<file path="config.mk">
export PLATFORM = sky130hd
export DESIGN_NAME = csc_cell
export DESIGN_NICKNAME = d
export VERILOG_FILES = /design/src/csc_pkg.sv /design/src/csc_cell.sv
export SDC_FILE = /design/constraint.sdc
export NUM_CORES = 1
export LEC_CHECK = 0
export BUFFER_PORTS_ARGS = -buffer_cell sky130_fd_sc_hd__buf_2
export CAP_MARGIN = 15
export CORE_UTILIZATION = 35
export DETAILED_ROUTE_END_ITERATION = 12
export SYNTH_ARGS = -nofsm -noshare
export SYNTH_HDL_FRONTEND = slang
export SYNTH_SLANG_ARGS = --single-unit
</file>
<file path="constraint.sdc">
create_clock -name clk -period 0.8 [get_ports clk]
set_clock_uncertainty 0.2 [all_clocks]
set_input_delay 0 -clock clk [delete_from_list [all_inputs] [get_ports clk]]
set_output_delay 0 -clock clk [all_outputs]
set_load 0.03 [all_outputs]
</file>
<file path="src/csc_pkg.sv">
// ----------------------------------------------------------------------------
// csc_pkg: shared types and constants for the cordic sine/cosine pipeline
// Holds the Q32.32 vector type, the start gain and the arctangent table.
// ----------------------------------------------------------------------------
package csc_pkg;

	localparam int DATA_W       = 64;
	localparam int TABLE_LEN    = 32;
	localparam int ITERATIONS_D = 32;

	// gain constant 0.60725... in Q32.32
	localparam logic signed [DATA_W-1:0] CORDIC_GAIN = 64'sd2608131496;

	// arctangent of 2^-i in Q32.32
	localparam logic [DATA_W-1:0] ATAN_TABLE [TABLE_LEN] = '{
		64'd3373259426, 64'd1991351317, 64'd1052175346, 64'd534100634,
		64'd268086747,  64'd134174062,  64'd67103403,   64'd33553749,
		64'd16777130,   64'd8388597,    64'd4194302,    64'd2097151,
		64'd1048575,    64'd524287,     64'd262143,     64'd131071,
		64'd65536,      64'd32768,      64'd16384,      64'd8192,
		64'd4096,       64'd2048,       64'd1024,       64'd512,
		64'd256,        64'd128,        64'd64,         64'd32,
		64'd16,         64'd8,          64'd4,          64'd2
	};

	// rotating vector and residual angle carried from cell to cell
	typedef struct packed {
		logic signed [DATA_W-1:0] x;
		logic signed [DATA_W-1:0] y;
		logic signed [DATA_W-1:0] z;
	} csc_vec_t;

endpackage

</file>
<file path="src/csc_cell.sv">
// ----------------------------------------------------------------------------
// csc_cell: one cordic rotation step
// Rotates the vector by +/- atan(2^-IDX) steered by the sign of z and
// registers the result together with its valid bit.
// ----------------------------------------------------------------------------
module csc_cell
	import csc_pkg::*;
#(
	parameter int IDX = 0
) (
	input  logic     clk,
	input  logic     arst_n,
	input  logic     in_vld,
	input  csc_vec_t in_vec,
	output logic     out_vld,
	output csc_vec_t out_vec
);

	localparam logic signed [DATA_W-1:0] ATAN_I = ATAN_TABLE[IDX];

	logic signed [DATA_W-1:0] xs;
	logic signed [DATA_W-1:0] ys;
	csc_vec_t                 nxt;
	logic                     vld_s1;
	csc_vec_t                 vec_s1;

	// shifted operands, constant shift per cell
	assign xs = in_vec.x >>> IDX;
	assign ys = in_vec.y >>> IDX;

	// rotate toward zero residual angle, sums wrap
	always_comb begin
		if (!in_vec.z[DATA_W-1]) begin
			nxt.x = in_vec.x - ys;
			nxt.y = in_vec.y + xs;
			nxt.z = in_vec.z - ATAN_I;
		end else begin
			nxt.x = in_vec.x + ys;
			nxt.y = in_vec.y - xs;
			nxt.z = in_vec.z + ATAN_I;
		end
	end

	// valid bit of this stage
	always_ff @(posedge clk or negedge arst_n) begin
		if (!arst_n) begin
			vld_s1 <= 1'b0;
		end else begin
			vld_s1 <= in_vld;
		end
	end

	// payload register, no reset
	always_ff @(posedge clk) begin
		vec_s1 <= nxt;
	end

	assign out_vld = vld_s1;
	assign out_vec = vec_s1;

endmodule
</file>
==> impl_metrics.ini <==
[min_path]
hp-class = input pin to flip-flop

[outcome]
failed_checks = hold timing, setup timing
status = finished, violations left

[logic_synthesis]
ys_types = 82
synth_seq_cells = 192
yosysWarnings = 0
yosysSeqAreaShare = 0.193
ys_async_sr_fraction = 0.00521
ys.flop_type = dfxtp_1
syn_inst = 2716
avgSynthCellArea_sq_um = 7.34
synth_edf_count = 0
synth_nets = 3166
synth_area_sq_mm = 0.0199

[placed_design]
dp_hpwl_um = 83700
gp_congestion = 0.986
port_buffers = 387
dp_cells = 4868

[route]
drt-initial-drc-count = 2083
via_count = 28000
routed_via_density = 5.53
avgRoutedWirePerCell_um = 22.1
drc = 0
ant_nets = 0
totalWireLength_um = 112000
dr.pass1.iters = 6

[worst_setup_path]
worstSetupStartpointType = input pin
arrival_ns = 2.99
crit_required_ns = 1.00
critPathCaptureType = flip-flop
worstPathBufferInverterCount = 4
critPathKind = input pin to flip-flop
slowest_stage = nor3_1
worst_path_dominant_cell_family = simple AND/OR/NAND/NOR gates
crit_chain = buf_2 -> inv_1 -> ha_1 -> buf_4 -> inv_1 -> nand2_1 -> nor3_1 -> a31o_2 -> nor2_1 -> o221ai_1 -> a221o_1 -> or3_1 -> o211ai_1 -> or4_1
crit_path_frequent_cell = inv_1
cp_max_fo = 5
critPathMaxStageDelay_ns = 0.50

[power]
p_clk_frac = 0.149
p_leak_nw = 18.7
power_frac_comb = 0.632
p_switching_mw = 27.3
p_int_mw = 35.8
sequentialPowerShare = 0.219
cellPowerDensity_mw_per_mm2 = 1560
peakVddDrop_mv = 1.84
power.total_mw = 63.1
swShare = 0.433

[clocking]
cts_root_buf = clkbuf_16
clk_pin_slew_ns = 0.10
clock_path_buffers = 2
clock-sinks = 192
cts_tree = built
cts_buffers = 17
htree_levels = 4
holdBufCountCts = 6

[final_layout]
stdcell_count = 5059
seq_area_sq_mm = 0.00411
layout.nets = 4734
final_cell_mix = buf_4, buf_6, a21oi_1
post-route-util = 0.719
multi_input_area_sq_mm = 0.0199
final_common_cell = buf_4
fillers = 4235
drive_above_1_share = 0.605
areaGrowthSynthToFinish_pct = 103

[sta]
setup_slack_ns = -1.99
rsz0062_at_grt = true
setup_tns_ns = -333.98
slew_headroom = 0.458
worstMarginPinSlew_ns = 0.809
hold_viol_final = 137
period_share = 3.49
setup_viol = 380
maxSlewViolCount = 0
fmax_mhz = 359
period_needed_ns = 2.79
whs_ns = -0.335

[global_route]
grt_pass1_vias = 27600
grt_max_degree = 71
antenna_found_initial = 8
grt_most_used_layer = met2
met3_usage = 0.0629
grt_use_met2 = 0.617
grtUsageTotal = 0.358
gr-total-overflow = 0
grt_use_met1 = 0.441
grt_pass1_wl_um = 159000

[run]
drv_cap = 0

[floorplan]
die_w_um = 241
row_count = 87
dieArea_sq_mm = 0.0579
start_util = 0.354
core_sq_mm = 0.0563
boundaryPins = 388
die_y_um = 241
[cells by family (layout without fill, tap and decap cells)]
group | count (synthesis) | in the layout | synth area share
AO/OA/AOI/OAI | 1014 | 1014 | 0.318
XOR/XNOR | 178 | 178 | 0.0782
adder cells (fa/ha/maj) | 255 | 255 | 0.162
buffers and inverters | 335 | 1916 | 0.0647
flip-flops | 192 | 192 | 0.193
multiplexers | 30 | 30 | 0.0151
other | 0 | 6 | 0
AND/OR/NAND/NOR | 712 | 712 | 0.169
[power groups by stage]
stage / Sequential, mW / Clock [mW] / Combinational (mW)
2_1_floorplan: 17.3 / 0 / 11.7
3_3_place_gp: 12.8 / 0 / 30.2
3_5_place_dp: 12.9 / 0 / 30.3
4_1_cts: 13.7 / 9.44 / 36.6
5_1_grt: 14.0 / 9.76 / 41.7
6_report: 13.8 / 9.38 / 39.9
[worst paths after layout]
kind	from	to	slack, ns	cells past startpoint
worst max-delay path	in_vec[110]	out_vec[124]$_DFF_P_	-1.99	14
max in group asynchronous	arst_n	out_vld$_DFF_PN0_	0.17	3
worst min-delay path	in_vec[62]	out_vec[62]$_DFF_P_	-0.34	3
min in group asynchronous	arst_n	out_vld$_DFF_PN0_	0.12	3
[layout make-up]
type	count	share of cell area
multi-input combinational	2189	0.491
timing repair buffer	1669	0.347
sequential	192	0.101
antenna	6	0.000371
clock inverter	14	0.00365
clock buffer	18	0.0109
tap	756	0.0234
inverter	215	0.0220
[per-stage QoR]
step                area [sq um]  setup WS, ns
floorplan                  21600         -2.14
global placement           32300         -3.06
detailed placement         32300         -3.11
CTS                        38200         -1.92
global route               40500         -1.96
finish                     40500         -1.99
[worst min-delay path, stage by stage]
cell    delay [ns]
buf_2         0.08
ha_1          0.18
xor2_1        0.08
[flip-flops by register name (all words and copies together), names as in the netlist]
name and cells:
out_vec 191, out_vld 1
[repair_timing]
item	4_1_cts	5_1_grt
hold endpoints to repair	155	135
endpoints found under the setup margin	379	378
gates resized for setup	1236	360
setup buffers	99	106
gates cloned	4	4
pin swaps	330	289
[layer usage]
layer,part of all wire,wire length [um]
met1,0.40,44800
met2,0.48,53600
met3,0.078,8720
met4,0.043,4850
met5,0.00021,24
[cells in the mapped netlist (29+ instances only)]
master,n,area share
a211oi_1,31,0.012
a21o_1,105,0.040
a21oi_1,370,0.093
clkbuf_1,89,0.017
dfxtp_1,191,0.19
ha_1,251,0.16
inv_1,208,0.039
mux2i_1,29,0.015
nand2_1,180,0.034
nand3_1,43,0.011
nand4_1,48,0.015
nor2_1,226,0.043
nor3_1,59,0.015
nor4_1,29,0.0091
o21ai_0,183,0.046
o21bai_1,71,0.027
o31ai_1,42,0.016
xnor2_1,147,0.065
xor2_1,31,0.014
No activity file was read; power rests on OpenSTA's default activity.
